`src/hdl/periodic_timer_scheduler_assert.svh`:
```
// Assertion macros shared by the timer scheduler modules.
// The using module must have clk and rst_n in scope.
`ifndef PERIODIC_TIMER_SCHEDULER_ASSERT_SVH
`define PERIODIC_TIMER_SCHEDULER_ASSERT_SVH

`ifndef ASSERT_OFF

`define PTS_ASSERT(lbl, cond, msg) \
    lbl: assert property (@(posedge clk) disable iff (!rst_n) (cond)) else $error(msg);

`define PTS_ASSERT_NEXT(lbl, ante, cons, msg) \
    lbl: assert property (@(posedge clk) disable iff (!rst_n) (ante) |=> (cons)) \
        else $error(msg);

`else

`define PTS_ASSERT(lbl, cond, msg)

`define PTS_ASSERT_NEXT(lbl, ante, cons, msg)

`endif

`endif

```
`src/hdl/pts_pkg.sv`:
```
package pts_pkg;

    localparam int SLOTS     = 16;
    localparam int TIME_BITS = 32;

    localparam int SLOT_W     = $clog2(SLOTS);
    localparam int SLOT_FLD_W = 4;
    localparam int PERIOD_W   = 31;
    localparam int TAG_W      = 16;
    localparam int MISSED_W   = 32;
    localparam int TW         = TIME_BITS + 1;   // signed countdown width
    // numerator of the missed-period divide: period - remaining, always positive
    localparam int NUM_W      = ((TIME_BITS > MISSED_W) ? TIME_BITS : MISSED_W) + 1;
    localparam int DCNT_W     = $clog2(NUM_W);

    localparam logic signed [TW-1:0] TMAX = {1'b0, {(TW-1){1'b1}}};
    localparam logic signed [TW-1:0] TMIN = {1'b1, {(TW-1){1'b0}}};
    localparam logic [PERIOD_W-1:0]  REM_MAX = {PERIOD_W{1'b1}};

    typedef enum logic [1:0] {
        FUNC_TICK   = 2'd0,
        FUNC_CREATE = 2'd1,
        FUNC_DELETE = 2'd2
    } func_t;

    typedef enum logic [1:0] {
        NS_NONE     = 2'd0,
        NS_EXPIRED  = 2'd1,
        NS_WAITING  = 2'd2
    } next_status_t;

    typedef enum logic [2:0] {
        S_IDLE,
        S_WRITE,
        S_SUB_SCAN,
        S_FIRE_CHK,
        S_DIV,
        S_REARM,
        S_STAT_SCAN,
        S_FINISH
    } state_t;

    typedef struct packed {
        logic load_item;
        logic write_entry;
        logic scan_step;
        logic scan_sub;
        logic div_init;
        logic div_step;
        logic rearm;
        logic out_load;
    } cmd_t;

    typedef struct packed {
        logic is_tick;
        logic scan_last;
        logic fire;
        logic div_last;
        logic out_free;
    } sts_t;

    // saturate a one-bit-wider time value to the countdown range
    function automatic logic signed [TW-1:0] sat_time(input logic signed [TW:0] v);
        logic signed [TW-1:0] r;
        if (v[TW] != v[TW-1])
            r = v[TW] ? TMIN : TMAX;
        else
            r = v[TW-1:0];
        return r;
    endfunction

endpackage

```
`src/hdl/periodic_timer_scheduler.sv`:
```
// Periodic timer scheduler: a 16-slot timer table driven by tick, create and delete items,
// one result per item. A tick subtracts elapsed from every armed slot and fires at most one
// expired slot (smallest remaining, lowest slot on a tie), reporting its tag and missed-period
// count, then re-arms it or disarms it if one-shot; every result also carries the next-timeout
// status. One item is worked at a time. Create and delete write the slot, then scan the table
// one slot per cycle for the status; a tick scans it once to subtract and find the minimum. A
// tick that fires adds a bit-serial restoring divide for the missed count, a re-arm step and a
// second status scan before its result is loaded. The result sits in an output
// register, so the next item is taken while the previous result waits to be read.
module periodic_timer_scheduler (
    input  logic                             clk,
    input  logic                             rst_n,
    input  logic                             in_valid,
    output logic                             in_stall,
    input  logic [1:0]                       func,
    input  logic [pts_pkg::SLOT_FLD_W-1:0]   slot,
    input  logic [pts_pkg::PERIOD_W-1:0]     period,
    input  logic [pts_pkg::TAG_W-1:0]        target_tag,
    input  logic                             single_shot,
    input  logic [pts_pkg::PERIOD_W-1:0]     elapsed,
    output logic                             out_valid,
    input  logic                             out_stall,
    output logic                             fired,
    output logic [pts_pkg::SLOT_FLD_W-1:0]   fired_slot,
    output logic [pts_pkg::TAG_W-1:0]        fired_tag,
    output logic [pts_pkg::MISSED_W-1:0]     missed_count,
    output logic [1:0]                       next_status,
    output logic [pts_pkg::PERIOD_W-1:0]     next_remaining
);

    pts_pkg::cmd_t cmd;
    pts_pkg::sts_t sts;

    pts_ctrl u_ctrl (
        .clk      (clk),
        .rst_n    (rst_n),
        .in_valid (in_valid),
        .in_stall (in_stall),
        .sts      (sts),
        .cmd      (cmd)
    );

    pts_dp u_dp (
        .clk            (clk),
        .rst_n          (rst_n),
        .cmd            (cmd),
        .sts            (sts),
        .func           (func),
        .slot           (slot),
        .period         (period),
        .target_tag     (target_tag),
        .single_shot    (single_shot),
        .elapsed        (elapsed),
        .out_valid      (out_valid),
        .out_stall      (out_stall),
        .fired          (fired),
        .fired_slot     (fired_slot),
        .fired_tag      (fired_tag),
        .missed_count   (missed_count),
        .next_status    (next_status),
        .next_remaining (next_remaining)
    );

endmodule

```
`src/hdl/pts_ctrl.sv`:
```
`include "periodic_timer_scheduler_assert.svh"

module pts_ctrl (
    input  logic          clk,
    input  logic          rst_n,
    input  logic          in_valid,
    output logic          in_stall,
    input  pts_pkg::sts_t sts,
    output pts_pkg::cmd_t cmd
);

    pts_pkg::state_t state_reg;
    pts_pkg::state_t state_next;

    logic accept;

    assign in_stall = (state_reg != pts_pkg::S_IDLE);
    assign accept   = in_valid && !in_stall;

    always_ff @(posedge clk or negedge rst_n)
    begin
        if (!rst_n)
            state_reg <= pts_pkg::S_IDLE;
        else
            state_reg <= state_next;
    end

    always_comb
    begin
        state_next = state_reg;
        unique case (state_reg)
            pts_pkg::S_IDLE:
            begin
                if (accept)
                    state_next = sts.is_tick ? pts_pkg::S_SUB_SCAN : pts_pkg::S_WRITE;
            end
            pts_pkg::S_WRITE:
                state_next = pts_pkg::S_STAT_SCAN;
            pts_pkg::S_SUB_SCAN:
            begin
                if (sts.scan_last)
                    state_next = pts_pkg::S_FIRE_CHK;
            end
            pts_pkg::S_FIRE_CHK:
                state_next = sts.fire ? pts_pkg::S_DIV : pts_pkg::S_FINISH;
            pts_pkg::S_DIV:
            begin
                if (sts.div_last)
                    state_next = pts_pkg::S_REARM;
            end
            pts_pkg::S_REARM:
                state_next = pts_pkg::S_STAT_SCAN;
            pts_pkg::S_STAT_SCAN:
            begin
                if (sts.scan_last)
                    state_next = pts_pkg::S_FINISH;
            end
            pts_pkg::S_FINISH:
            begin
                if (sts.out_free)
                    state_next = pts_pkg::S_IDLE;
            end
            default:
                state_next = pts_pkg::S_IDLE;
        endcase
    end

    always_comb
    begin
        cmd = '0;
        unique case (state_reg)
            pts_pkg::S_IDLE:
                cmd.load_item = accept;
            pts_pkg::S_WRITE:
                cmd.write_entry = 1'b1;
            pts_pkg::S_SUB_SCAN:
            begin
                cmd.scan_step = 1'b1;
                cmd.scan_sub  = 1'b1;
            end
            pts_pkg::S_FIRE_CHK:
                cmd.div_init = sts.fire;
            pts_pkg::S_DIV:
                cmd.div_step = 1'b1;
            pts_pkg::S_REARM:
                cmd.rearm = 1'b1;
            pts_pkg::S_STAT_SCAN:
                cmd.scan_step = 1'b1;
            pts_pkg::S_FINISH:
                cmd.out_load = sts.out_free;
            default:
                cmd = '0;
        endcase
    end

    `PTS_ASSERT_NEXT(a_busy_after_accept, in_valid && !in_stall, in_stall, "item accepted but block not busy next cycle")
    `PTS_ASSERT(a_no_result_overwrite, !cmd.out_load || sts.out_free, "result loaded over an undelivered one")

endmodule

```
`src/hdl/pts_dp.sv`:
```
`include "periodic_timer_scheduler_assert.svh"

module pts_dp (
    input  logic                             clk,
    input  logic                             rst_n,
    input  pts_pkg::cmd_t                    cmd,
    output pts_pkg::sts_t                    sts,
    input  logic [1:0]                       func,
    input  logic [pts_pkg::SLOT_FLD_W-1:0]   slot,
    input  logic [pts_pkg::PERIOD_W-1:0]     period,
    input  logic [pts_pkg::TAG_W-1:0]        target_tag,
    input  logic                             single_shot,
    input  logic [pts_pkg::PERIOD_W-1:0]     elapsed,
    output logic                             out_valid,
    input  logic                             out_stall,
    output logic                             fired,
    output logic [pts_pkg::SLOT_FLD_W-1:0]   fired_slot,
    output logic [pts_pkg::TAG_W-1:0]        fired_tag,
    output logic [pts_pkg::MISSED_W-1:0]     missed_count,
    output logic [1:0]                       next_status,
    output logic [pts_pkg::PERIOD_W-1:0]     next_remaining
);

    // slot table
    logic [pts_pkg::SLOTS-1:0]       armed_reg;
    logic signed [pts_pkg::TW-1:0]   remaining_mem [pts_pkg::SLOTS];
    logic [pts_pkg::PERIOD_W-1:0]    reload_mem    [pts_pkg::SLOTS];
    logic [pts_pkg::TAG_W-1:0]       tag_mem       [pts_pkg::SLOTS];
    logic [pts_pkg::SLOTS-1:0]       oneshot_mem;

    // latched item
    logic [1:0]                      func_reg;
    logic [pts_pkg::SLOT_FLD_W-1:0]  slot_reg;
    logic [pts_pkg::PERIOD_W-1:0]    period_reg;
    logic [pts_pkg::TAG_W-1:0]       tag_reg;
    logic                            single_reg;
    logic [pts_pkg::PERIOD_W-1:0]    elapsed_reg;

    // min scan
    logic [pts_pkg::SLOT_W-1:0]      scan_idx_reg;
    logic                            best_vld_reg;
    logic signed [pts_pkg::TW-1:0]   best_val_reg;
    logic [pts_pkg::SLOT_W-1:0]      best_idx_reg;

    // restoring divider; num_reg ends up holding the quotient
    logic [pts_pkg::NUM_W-1:0]       num_reg;
    logic [pts_pkg::PERIOD_W-1:0]    drem_reg;
    logic [pts_pkg::PERIOD_W-1:0]    dvsr_reg;
    logic [pts_pkg::DCNT_W-1:0]      dcnt_reg;

    // fired info of the current item
    logic                            hit_reg;
    logic [pts_pkg::SLOT_FLD_W-1:0]  hit_slot_reg;
    logic [pts_pkg::TAG_W-1:0]       hit_tag_reg;
    logic [pts_pkg::MISSED_W-1:0]    hit_missed_reg;

    // result register
    logic                            out_valid_reg;
    logic                            o_fired_reg;
    logic [pts_pkg::SLOT_FLD_W-1:0]  o_slot_reg;
    logic [pts_pkg::TAG_W-1:0]       o_tag_reg;
    logic [pts_pkg::MISSED_W-1:0]    o_missed_reg;
    logic [1:0]                      o_status_reg;
    logic [pts_pkg::PERIOD_W-1:0]    o_nrem_reg;

    logic                            slot_ok;
    logic [pts_pkg::SLOT_W-1:0]      wr_idx;
    logic [pts_pkg::PERIOD_W-1:0]    period_eff;
    logic signed [pts_pkg::TW-1:0]   create_val;
    logic signed [pts_pkg::TW-1:0]   scan_cur;
    logic signed [pts_pkg::TW-1:0]   scan_new;
    logic                            scan_better;
    logic signed [pts_pkg::NUM_W:0]  div_num;
    logic [pts_pkg::PERIOD_W:0]      div_sh;
    logic                            div_ge;
    logic [pts_pkg::MISSED_W-1:0]    quot_sat;
    logic [1:0]                      status_now;
    logic [63:0]                     best_wide;
    logic [pts_pkg::PERIOD_W-1:0]    nrem_now;

    assign slot_ok    = (32'(slot_reg) < pts_pkg::SLOTS);
    assign wr_idx     = slot_reg[pts_pkg::SLOT_W-1:0];
    assign period_eff = (period_reg == '0) ? pts_pkg::PERIOD_W'(1) : period_reg;
    assign create_val = pts_pkg::sat_time($signed((pts_pkg::TW + 1)'(period_eff))
                                          + $signed((pts_pkg::TW + 1)'(elapsed_reg)));

    assign scan_cur   = remaining_mem[scan_idx_reg];
    assign scan_new   = cmd.scan_sub
                        ? pts_pkg::sat_time((pts_pkg::TW + 1)'(scan_cur)
                                            - $signed((pts_pkg::TW + 1)'(elapsed_reg)))
                        : scan_cur;
    // strict compare keeps the lowest slot on a tie
    assign scan_better = armed_reg[scan_idx_reg] && (!best_vld_reg || (scan_new < best_val_reg));

    assign div_num  = $signed((pts_pkg::NUM_W + 1)'(reload_mem[best_idx_reg]))
                      - (pts_pkg::NUM_W + 1)'(best_val_reg);
    assign div_sh   = {drem_reg, num_reg[pts_pkg::NUM_W-1]};
    assign div_ge   = (div_sh >= {1'b0, dvsr_reg});
    assign quot_sat = (num_reg[pts_pkg::NUM_W-1:pts_pkg::MISSED_W] != '0)
                      ? {pts_pkg::MISSED_W{1'b1}} : num_reg[pts_pkg::MISSED_W-1:0];

    assign best_wide = 64'(unsigned'(best_val_reg));
    assign nrem_now  = (best_wide > 64'(pts_pkg::REM_MAX))
                       ? pts_pkg::REM_MAX : best_wide[pts_pkg::PERIOD_W-1:0];

    always_comb
    begin
        if (!best_vld_reg)
            status_now = pts_pkg::NS_NONE;
        else if (best_val_reg <= 0)
            status_now = pts_pkg::NS_EXPIRED;
        else
            status_now = pts_pkg::NS_WAITING;
    end

    assign sts.is_tick   = (func == pts_pkg::FUNC_TICK);
    assign sts.scan_last = (scan_idx_reg == pts_pkg::SLOT_W'(pts_pkg::SLOTS - 1));
    assign sts.fire      = best_vld_reg && (best_val_reg <= 0);
    assign sts.div_last  = (dcnt_reg == '0);
    assign sts.out_free  = !out_valid_reg || !out_stall;

    // control state
    always_ff @(posedge clk or negedge rst_n)
    begin
        if (!rst_n)
        begin
            armed_reg     <= '0;
            scan_idx_reg  <= '0;
            best_vld_reg  <= 1'b0;
            hit_reg       <= 1'b0;
            out_valid_reg <= 1'b0;
        end
        else
        begin
            if (cmd.load_item || cmd.rearm)
            begin
                scan_idx_reg <= '0;
                best_vld_reg <= 1'b0;
            end
            else if (cmd.scan_step)
            begin
                scan_idx_reg <= scan_idx_reg + 1'b1;
                if (scan_better)
                    best_vld_reg <= 1'b1;
            end

            if (cmd.write_entry && slot_ok)
            begin
                if (func_reg == pts_pkg::FUNC_CREATE)
                    armed_reg[wr_idx] <= 1'b1;
                else if (func_reg == pts_pkg::FUNC_DELETE)
                    armed_reg[wr_idx] <= 1'b0;
            end
            else if (cmd.rearm && oneshot_mem[best_idx_reg])
                armed_reg[best_idx_reg] <= 1'b0;

            if (cmd.load_item)
                hit_reg <= 1'b0;
            else if (cmd.rearm)
                hit_reg <= 1'b1;

            if (cmd.out_load)
                out_valid_reg <= 1'b1;
            else if (!out_stall)
                out_valid_reg <= 1'b0;
        end
    end

    // payload
    always_ff @(posedge clk)
    begin
        if (cmd.load_item)
        begin
            func_reg       <= func;
            slot_reg       <= slot;
            period_reg     <= period;
            tag_reg        <= target_tag;
            single_reg     <= single_shot;
            elapsed_reg    <= elapsed;
            hit_slot_reg   <= '0;
            hit_tag_reg    <= '0;
            hit_missed_reg <= '0;
        end

        if (cmd.write_entry && slot_ok && (func_reg == pts_pkg::FUNC_CREATE))
        begin
            remaining_mem[wr_idx] <= create_val;
            reload_mem[wr_idx]    <= period_eff;
            tag_mem[wr_idx]       <= tag_reg;
            oneshot_mem[wr_idx]   <= single_reg;
        end
        else if (cmd.scan_step && cmd.scan_sub && armed_reg[scan_idx_reg])
            remaining_mem[scan_idx_reg] <= scan_new;
        else if (cmd.rearm)
            remaining_mem[best_idx_reg] <= $signed(pts_pkg::TW'(reload_mem[best_idx_reg]));

        if (cmd.scan_step && scan_better)
        begin
            best_val_reg <= scan_new;
            best_idx_reg <= scan_idx_reg;
        end

        if (cmd.div_init)
        begin
            num_reg  <= div_num[pts_pkg::NUM_W-1:0];
            drem_reg <= '0;
            dvsr_reg <= reload_mem[best_idx_reg];
            dcnt_reg <= pts_pkg::DCNT_W'(pts_pkg::NUM_W - 1);
        end
        else if (cmd.div_step)
        begin
            drem_reg <= div_ge ? pts_pkg::PERIOD_W'(div_sh - {1'b0, dvsr_reg})
                               : div_sh[pts_pkg::PERIOD_W-1:0];
            num_reg  <= {num_reg[pts_pkg::NUM_W-2:0], div_ge};
            dcnt_reg <= dcnt_reg - 1'b1;
        end

        if (cmd.rearm)
        begin
            hit_slot_reg   <= pts_pkg::SLOT_FLD_W'(best_idx_reg);
            hit_tag_reg    <= tag_mem[best_idx_reg];
            hit_missed_reg <= quot_sat;
        end

        if (cmd.out_load)
        begin
            o_fired_reg  <= hit_reg;
            o_slot_reg   <= hit_slot_reg;
            o_tag_reg    <= hit_tag_reg;
            o_missed_reg <= hit_missed_reg;
            o_status_reg <= status_now;
            o_nrem_reg   <= (status_now == pts_pkg::NS_WAITING) ? nrem_now : '0;
        end
    end

    assign out_valid      = out_valid_reg;
    assign fired          = o_fired_reg;
    assign fired_slot     = o_slot_reg;
    assign fired_tag      = o_tag_reg;
    assign missed_count   = o_missed_reg;
    assign next_status    = o_status_reg;
    assign next_remaining = o_nrem_reg;

    `PTS_ASSERT(a_wait_has_time, !out_valid || ((next_status == pts_pkg::NS_WAITING) == (next_remaining != '0)), "next_remaining disagrees with next_status")
    `PTS_ASSERT(a_idle_fields_zero, !out_valid || fired || ((fired_slot == '0) && (fired_tag == '0) && (missed_count == '0)), "fired fields set without a firing")

endmodule
```
`config.mk`:
```
export PLATFORM = sky130hd
export DESIGN_NAME = periodic_timer_scheduler
export DESIGN_NICKNAME = d
export VERILOG_FILES = /design/src/hdl/pts_pkg.sv /design/src/hdl/periodic_timer_scheduler.sv /design/src/hdl/pts_ctrl.sv /design/src/hdl/pts_dp.sv
export VERILOG_INCLUDE_DIRS = /design/src /design/src/hdl
export SDC_FILE = /design/constraint.sdc
export NUM_CORES = 2
export LEC_CHECK = 0
export BUFFER_PORTS_ARGS = -buffer_cell sky130_fd_sc_hd__buf_4
export CAP_MARGIN = 20
export CELL_PAD_IN_SITES_DETAIL_PLACEMENT = 1
export CELL_PAD_IN_SITES_GLOBAL_PLACEMENT = 1
export CORE_AREA = 5 5 492 373
export DETAILED_ROUTE_END_ITERATION = 8
export DIE_AREA = 0 0 497 378
export HOLD_SLACK_MARGIN = 0.02
export PLACE_DENSITY = 0.67
export SYNTH_ARGS = -nofsm -noshare
export SYNTH_HDL_FRONTEND = slang
export SYNTH_SLANG_ARGS = --single-unit
```
`constraint.sdc`:
```
create_clock -name clk -period 10.8 [get_ports clk]
set_clock_uncertainty 0.2 [all_clocks]
set_input_delay 0.54 -clock clk [delete_from_list [all_inputs] [get_ports clk]]
set_output_delay 0.54 -clock clk [all_outputs]
set_load 0.01 [all_outputs]
```
==> qor.yml <==
timing:
  fin_crit_ns: 9.052
  slew_viol_final: 0
  layout_setup_ws_ns: 1.748
  holdWs_ns: 0.1647
  fmax_mhz: 110.5
  worstMarginPinSlew_ns: 1.208
  relSlewSlack: 0.1859
  setup_viol: 0
  final.period_utilization: 0.8382
  fin_setup_tns_ns: 0
  grt_setup_unrepaired: "no"
  hold_viol: 0
clocking:
  cts.reportedPaths.clkPinSlew_ns: 0.06
  clk_latency_ns: 0.81
  cts_sinks: 1687
  cts_setup_buffers: 0
  cts_made_buffers: 167
  cts-root-buf: "clkbuf_16"
  cts_buffer_depth: 3
  cts_tree: "done"
  htree_levels: 4
synth:
  synth_area_per_cell_um2: 17.71
  synthCells: 4002
  synth-seq-cells: 1687
  syn-cell-area_um2: 70860
  synth_seq_area_share: 0.7073
  async_flop_share: 0.01541
  ys.flop_type: "edfxtp_1"
  yosysWarnings: 0
  synth_edf_count: 1620
  synthDistinctLibCells: 78
  synth_nets: 4254
global_routing:
  globalRouteOverflowTotal: 0
  antenna_found_initial: 19
  grt_pass1_wl_um: 291400
  grt_pass1_vias: 40540
  grt_max_degree: 130
  grtUsageTotal: 0.2142
power:
  sw_frac_of_total: 0.3231
  power.density_nw_per_um2: 243.5
  clkPwrFrac: 0.294
  comb_power_share: 0.282
  netSwitchingPower_mw: 6.459
  p_int_mw: 13.53
  ir_drop_v: 0.0001758
  p_leak_nw: 27.66
  seq_power_share: 0.424
setup_path:
  crit_fanout: 48
  start_kind: "flip-flop"
  slowest_stage: "dfrtp_4"
  setup.worst_path.end_class: "flip-flop"
  critical_path_class: "flip-flop to flip-flop"
  crit_top_cell: "a21oi_1"
  max_stage_delay_ns: 0.71
  cp.arrival_ns: 9.28
  cp.required_ns: 11.02
outcome:
  outcome: "complete, no violations"
final_layout:
  largestRegisters: "u_dp.remaining_mem: 528 flops, u_dp.reload_mem: 496 flops, u_dp.tag_mem: 256 flops"
  multi_input_area_um2: 19780
  final_util: 0.4594
  nNetsFinal: 4596
  nFillCells: 17070
  instances_no_fill: 6895
  drive_gt1_frac: 0.2223
  regMostFlops: "u_dp.remaining_mem"
  regArea_um2: 50140
  largest_reg_flops: 528
  area_growth_syn_to_layout_pct: 15.88
route:
  first_pass_iters: 5
  wire_per_inst_um: 29.65
  drtIter0Drc: 4350
  viasPerCell: 5.705
  vias: 39330
  antenna_left: 0
  drc: 0
  routed_wl_um: 204400
placed_design:
  gp_congestion: 0.9136
  dp_hpwl_um: 124300
  dp_slack_ns: 1.906
  numPortBuffers: 176
  place_inst: 6478
die:
  io_pins: 177
  core_um2: 178700
  row_count: 135
  start_util: 0.3965
  chipWidth_um: 497
  die-area_um2: 187900
  chipHeight_um: 378
hold_path:
  hold_path.class: "primary input to flip-flop"
run:
  cap_violations: 0
==> final cells by class <==
| cell class | count | share of cell area |
|---|---|---|
| repair buffers | 369 | 0.03804 |
| multi-input cells | 1990 | 0.2410 |
| clock inverters | 97 | 0.01315 |
| well taps | 2397 | 0.03653 |
| flip-flops and latches | 1687 | 0.6107 |
| clock buffers | 217 | 0.05443 |
| inverters | 129 | 0.005928 |
| diodes | 9 | 0.0002743 |
==> power by group through the flow <==
| stage | logic (mW) | clock network (mW) | registers, mW |
|---|---|---|---|
| after floorplan | 3.52 | 0 | 8.48 |
| after global routing | 6.04 | 6.30 | 8.52 |
| final | 5.63 | 5.88 | 8.48 |
| after CTS | 5.55 | 5.99 | 8.49 |
| after global placement | 5.39 | 0 | 8.61 |
| after detailed placement | 5.49 | 0 | 8.63 |
==> synthesized netlist by cell type (5+ instances only) <==
cell type | n | area share
buf_2 | 10 | 0.00071
xor2_1 | 47 | 0.0058
o31a_1 | 5 | 0.00062
buf_1 | 35 | 0.0019
and4_1 | 5 | 0.00062
and3_1 | 18 | 0.0016
xnor2_1 | 60 | 0.0074
a22oi_1 | 11 | 0.0012
dfxtp_1 | 41 | 0.012
edfxtp_1 | 1620 | 0.69
nand3_1 | 30 | 0.0021
o21a_1 | 51 | 0.0054
nand4_1 | 23 | 0.0020
mux2i_1 | 11 | 0.0016
o211ai_1 | 9 | 0.00095
nor4_1 | 24 | 0.0021
o221ai_1 | 7 | 0.00087
or3_1 | 12 | 0.0011
a21o_1 | 64 | 0.0068
a21oi_1 | 128 | 0.0090
a221o_1 | 15 | 0.0021
o21ai_0 | 170 | 0.012
dfrtp_1 | 26 | 0.0092
or2_2 | 9 | 0.00079
nor3_1 | 37 | 0.0026
ha_1 | 159 | 0.028
a31oi_1 | 33 | 0.0029
o21bai_1 | 14 | 0.0015
a211oi_1 | 19 | 0.0020
a22o_1 | 8 | 0.00099
nand2b_1 | 26 | 0.0023
and2_1 | 28 | 0.0025
mux4_2 | 409 | 0.13
inv_1 | 127 | 0.0067
nor2b_1 | 22 | 0.0019
clkbuf_1 | 149 | 0.0079
a21boi_0 | 7 | 0.00074
nand2_1 | 207 | 0.011
o31ai_1 | 21 | 0.0022
nor2_1 | 232 | 0.012
==> critical path, delay by kind of cell, from the launching register on <==
| kind | cells | cell delay, ns |
|---|---|---|
| AO/OA/AOI/OAI | 14 | 3.62 |
| buffers and inverters | 3 | 1.09 |
| flip-flops | 1 | 0.71 |
| AND/OR/NAND/NOR | 3 | 0.68 |
| adder cells (fa/ha/maj) | 2 | 0.72 |
| multiplexers | 3 | 1.28 |
| XOR/XNOR | 1 | 0.21 |
==> kinds of logic (layout without fill, tap and decap cells) <==
family	after synthesis	after routing	synth area share
compound gates	607	607	0.05524
xor+xnor	107	107	0.01323
fa+ha+maj	163	163	0.02921
buf+inv	325	812	0.01761
flops	1687	1687	0.7073
mux	429	429	0.1332
other cells	0	9	0
simple gates	684	684	0.04420
==> per-layer routing <==
layer | wire length [um] | part of all wire | vias to the layer above | global-route usage
met2 | 92940 | 0.45 | 1733 | 0.3282
met5 | 27 | 0.00013 | - | 0
li1 | - | - | 16760 | -
met4 | 5431 | 0.027 | 4 | 0.05851
met3 | 20720 | 0.10 | 257 | 0.06511
met1 | 85290 | 0.42 | 20580 | 0.2988
==> per-stage QoR <==
| step | power, mW | cell area, um2 |
|---|---|---|
| floorplan | 12.00 | 70860 |
| global placement | 13.99 | 75530 |
| detailed placement | 14.12 | 75540 |
| CTS | 20.03 | 81980 |
| global route | 20.86 | 82090 |
| finish | 19.99 | 82110 |
==> timing repair <==
action	CTS	global route
hold endpoints to repair	114	0
hold buffers	89	0
endpoints found under the setup margin	0	0
resized for setup	0	0
==> path summary, 6_finish.rpt <==
kind	endpoint	slack, ns	depth (start not counted)	start
worst max-delay path	u_dp.best_val_reg[25]	1.75	26	u_dp.scan_idx_reg[0]
worst min-delay path	u_dp.hit_reg	0.16	4	in_valid
worst max register to register	u_dp.best_val_reg[25]	1.75	26	u_dp.scan_idx_reg[0]
worst min register to register	u_dp.missed_count[27]	0.22	0	u_dp.hit_missed_reg[27]
max in group asynchronous	async pin	8.59	5	rst_n
min in group asynchronous	u_ctrl.state_reg[1]	0.52	3	rst_n
==> layout by cell type, fill, tap and decap left out, drive strengths merged, types with 33 or more instances in the layout <==
cell         instances
edfxtp            1620
mux4               410
buf                280
nor2               233
clkbuf             217
nand2              207
o21ai              172
ha                 159
inv                135
a21oi              129
dlygate4sd3         89
clkinv              71
a21o                64
xnor2               60
o21a                51
xor2                47
dfxtp               41
nor3                37
a31oi               33
Power figures use the tool's default switching activity.
